$ cat config.mk
export PLATFORM = sky130hd
export DESIGN_NAME = hgt_cell
export DESIGN_NICKNAME = d
export VERILOG_FILES = /design/src/sv/hgt_pkg.sv /design/src/sv/hgt_cell.sv
export SDC_FILE = /design/constraint.sdc
export NUM_CORES = 1
export LEC_CHECK = 0
export BUFFER_PORTS_ARGS = -buffer_cell sky130_fd_sc_hd__buf_2
export CORE_MARGIN = 3
export CORE_UTILIZATION = 35
export DETAILED_ROUTE_END_ITERATION = 12
export GPL_ROUTABILITY_DRIVEN = 0
export GPL_TIMING_DRIVEN = 0
export PLACE_DENSITY = 0.58
export SLEW_MARGIN = 15
export SYNTH_ARGS = -nofsm -noshare
export SYNTH_HDL_FRONTEND = slang
export SYNTH_SLANG_ARGS = --single-unit
$ cat constraint.sdc
create_clock -name vclk -period 55.3
set_clock_uncertainty 0.15 [all_clocks]
set_input_delay 16.59 -clock vclk [all_inputs]
set_output_delay 16.59 -clock vclk [all_outputs]
set_load 0.05 [all_outputs]
$ cat src/sv/hgt_pkg.sv
// Shared types and constants for the height grid triangulator.
// Used by hgt_cell, the top level and the testbench; depends on nothing else.
package hgt_pkg;

  localparam int IdxW    = 20;
  localparam int HeightW = 32;
  localparam int RegW    = 11;
  localparam int DefaultSize = 20;

  // Output queue depth in triangles and the room kept free for one vertex.
  localparam int OutDepth = 4;
  localparam int MaxFacets = 2;

  // One grid vertex: compacted index with an invalid flag, plus elevation.
  typedef struct packed {
    logic                      bad;
    logic [IdxW-1:0]           idx;
    logic signed [HeightW-1:0] height;
  } vert_t;

  // The four corners of a cell as they arrive at the triangulation stage.
  typedef struct packed {
    logic  swap;
    vert_t cur;
    vert_t left;
    vert_t low_l;
    vert_t low_r;
  } corners_t;

  typedef struct packed {
    logic [IdxW-1:0] first;
    logic [IdxW-1:0] second;
    logic [IdxW-1:0] third;
    logic            run_end;
  } facet_t;

  typedef struct packed {
    logic [1:0] count;
    facet_t     facet0;
    facet_t     facet1;
  } cell_out_t;

endpackage

$ cat src/sv/hgt_cell.sv
// Cell triangulation: picks the valid corners and the shorter diagonal.
// Depends on hgt_pkg.
module hgt_cell (
  input  logic              en,
  input  hgt_pkg::corners_t crn,
  output hgt_pkg::cell_out_t res
);

  hgt_pkg::vert_t c00, c01, c10, c11;
  logic        ok00, ok01, ok10, ok11;
  logic [2:0]  n_ok;
  logic signed [hgt_pkg::HeightW:0] d0, d1;
  logic [hgt_pkg::HeightW:0] a0, a1;
  logic        main_diag;

  always_comb begin
    if (!crn.swap) begin
      c00 = crn.low_l;
      c01 = crn.left;
      c10 = crn.low_r;
      c11 = crn.cur;
    end else begin
      c00 = crn.left;
      c01 = crn.low_l;
      c10 = crn.cur;
      c11 = crn.low_r;
    end
    ok00 = ~c00.bad;
    ok01 = ~c01.bad;
    ok10 = ~c10.bad;
    ok11 = ~c11.bad;
    n_ok = 3'({2'b0, ok00}) + 3'({2'b0, ok01}) + 3'({2'b0, ok10}) + 3'({2'b0, ok11});

    d0 = {c00.height[hgt_pkg::HeightW-1], c00.height} -
         {c11.height[hgt_pkg::HeightW-1], c11.height};
    d1 = {c01.height[hgt_pkg::HeightW-1], c01.height} -
         {c10.height[hgt_pkg::HeightW-1], c10.height};
    a0 = d0[hgt_pkg::HeightW] ? (hgt_pkg::HeightW+1)'(-d0) : (hgt_pkg::HeightW+1)'(d0);
    a1 = d1[hgt_pkg::HeightW] ? (hgt_pkg::HeightW+1)'(-d1) : (hgt_pkg::HeightW+1)'(d1);
    main_diag = a0 < a1;

    res = '0;
    if (en && n_ok == 3'd4) begin
      res.count = 2'd2;
      if (main_diag) begin
        res.facet0 = '{first: c01.idx, second: c00.idx, third: c11.idx, run_end: 1'b0};
        res.facet1 = '{first: c00.idx, second: c10.idx, third: c11.idx, run_end: 1'b1};
      end else begin
        res.facet0 = '{first: c01.idx, second: c00.idx, third: c10.idx, run_end: 1'b0};
        res.facet1 = '{first: c01.idx, second: c10.idx, third: c11.idx, run_end: 1'b1};
      end
    end else if (en && n_ok == 3'd3) begin
      res.count = 2'd1;
      // Keep corner order 00, 01, 11, 10 and skip the missing one.
      priority if (!ok00) begin
        res.facet0 = '{first: c01.idx, second: c11.idx, third: c10.idx, run_end: 1'b1};
      end else if (!ok01) begin
        res.facet0 = '{first: c00.idx, second: c11.idx, third: c10.idx, run_end: 1'b1};
      end else if (!ok11) begin
        res.facet0 = '{first: c00.idx, second: c01.idx, third: c10.idx, run_end: 1'b1};
      end else begin
        res.facet0 = '{first: c00.idx, second: c01.idx, third: c11.idx, run_end: 1'b1};
      end
    end
  end

endmodule

==> qor.txt <==
Leakage - 6.15 nW
Sw Pwr - 0.177 mW
share of cells above drive strength 1 - 26.6%
CP startpoint kind - input port
Tot GR Track Use - 23.9%
met2 global-route usage - 44.0%
Routed Antenna Nets - 0
Finished Core Util - 43.6%
DRT Wirelength - 41600 microns
TNS Setup - 0 ns
register area share after synthesis - 0%
Post-CTS Setup Repair Bufs - 0
slowest library cell on the worst path - clkbuf_1
Port Buffers - 337
FILL cells - 3083
final setup fails - 0
measured slew at the worst slew-check pin - 0.949 ns
post-CTS sizing - 0
Crit. Startpoint - crn[212]
post-synth top area share - 14.3%
hold_buf cts - 0
run status - finished clean
Core Box Area - 29200 sq um
Seq pwr share - 0%
DR vias - 12475
Final min period - 43.33 ns
GR Layer Usage met3 - 2.06%
clock buffer count - 0
initial DRC count - 792
Overflow after GRT - 0
Hold Path Class - input port to output port
WP data required - 38.56 ns
hpwl dp - 35500 microns
worst-path fanout max - 10
Achievable Freq - 23.1 MHz
largest stage delay on the critical path - 0.78 ns
vias in the first global route - 12374
CP endpoint - res[51]
most frequent cells in the layout - buf_2 (349), mux2i_1 (151), nor2_1 (137), nand2_1 (137), ha_1 (100)
Power Internal - 0.110 mW
Post-Synthesis Cells - 1443
area delta synth->final - 20.5%
Synthesized Nets - 1760
synth top area cells - mux2i_1 (14%), ha_1 (12%), mux2_2 (6.6%)
row count - 62
I/O pins - 338
Crit Path Category - input port to output port
first-pass GRT wire length - 65600 microns
Final nets - 2099
Starting Density - 36.1%
CP arrival - 26.59 ns
antenna violations before repair - 1
Top Usage Layer GRT - met2
Combinational Power Share - 100.0%
DRT Pass-1 Iters - 5
register area - 0 sq um
die area - 32300 sq um
most frequent cell on the critical path - a21o_1
syn avg cell area - 7.33 sq um
Mapped Area - 10600 sq um
Post-route DRC - 0
die height - 180 microns
Ys Warns - 0
RSZ-0062 raised after global routing - no
commonest non-fill, non-tap cell in the layout - buf_2
CP Capture Type - output port
final slew viol count - 0
clock share of power - 0%
largest net degree at the start of global routing - 12
max_cap viols - 0
FF+latch count - 0
Sw Share - 61.7%
Synth area leader - mux2i_1
met1 global-route usage - 29.1%
WL per Instance - 19.2 microns
count of cell types in the netlist - 90
fin crit share - 78.4%
via/cell ratio - 5.76
peak supply drop - 0.0117 mV
die span in x - 180 microns
Pwr Density - 22.5 nW/um^2
Hold Fails Final Rpt - 0
Relative slew margins - 36.7%
layer usage:
layer / routed length, microns / up-vias
met5: 0 / -
met1: 17200 / 5825
li1: - / 6081
met4: 1720 / 0
met2: 20500 / 489
met3: 2250 / 80
critical path: cells and delay by family:
family	cells	cell delay, ns
muxes	1	0.18
xor gates and xnor gates	2	0.31
buffers and inverters	8	3.88
adders and majority gates	2	0.62
AOI/OAI and AO/OA	11	2.94
and+or+nand+nor	7	2.05
worst min-delay path by stage:
stage          startpoint        to  slack, ns  cells after the start
2_1_floorplan     crn[51]   res[40]      33.35                      2
3_3_place_gp     crn[139]  res[103]      33.51                      3
3_5_place_dp     crn[147]  res[111]      33.51                      3
4_1_cts          crn[147]  res[111]      33.51                      3
5_1_grt          crn[138]  res[102]      33.54                      3
6_report         crn[147]  res[111]      33.51                      3
power groups by stage:
stage / clock network [mW] / logic [mW] / registers [mW]
after floorplan: 0 / 0.212 / 0
after global placement: 0 / 0.281 / 0
after detailed placement: 0 / 0.284 / 0
after CTS: 0 / 0.286 / 0
after global routing: 0.00000000242 / 0.315 / 0
final: 0.00000000243 / 0.287 / 0
cells by family after synthesis:
| logic type | share of synthesized area, % |
|---|---|
| AO/OA/AOI/OAI | 27.0 |
| XOR/XNOR | 8.53 |
| AND/OR/NAND/NOR | 22.5 |
| multiplexers | 25.2 |
| adder cells (fa/ha/maj) | 12.4 |
| buffers and inverters | 4.40 |
stage by stage:
| stage | hold WS (ns) | instance area (sq um) | worst slack (ns) | total power, mW | std cells |
|---|---|---|---|---|---|
| after floorplan | 33.35 | 10600 | 14.40 | 0.212 | 1443 |
| after global placement | 33.51 | 12700 | 11.97 | 0.281 | 2164 |
| after detailed placement | 33.51 | 12700 | 11.94 | 0.284 | 2164 |
| after CTS | 33.51 | 12700 | 11.92 | 0.286 | 2164 |
| after global routing | 33.54 | 12700 | 11.42 | 0.315 | 2165 |
| final | 33.51 | 12700 | 11.97 | 0.287 | 2165 |
cells in the mapped netlist (all sizes together), types with 3 or more instances:
library cell and count:
or2 3, a211o 23, a41oi 3, nand2 138
clkbuf 61, o21bai 6, o31ai 5, nor2b 28
a31oi 19, o211ai 31, a21o 44, nor3 10
nor4 5, nand2b 34, a21oi 91, or4 5
o2111ai 3, nor4b 4, or3 19, a311oi 3
o41ai 4, ha 100, a22o 20, inv 21
and2 30, o21ai 95, o21a 14, nand4 21
nand3b 3, nand3 19, fa 3, nor2 137
a21bo 3, and3 11, mux4 20, buf 28
a211oi 17, mux2i 151, xor2 42, a2111oi 3
mux2 62, a22oi 3, xnor2 61, and4 7
area by class of cell:
type	instances	area (sq um)	share of cell area, %
diodes	1	2.50	0.0196
well taps	384	480	3.77
plain buffers	89	387	3.03
inverters	21	78.8	0.619
repair buffers	337	1690	13.2
multi-input cells	1333	10100	79.3
Power figures use the tool's default switching activity.
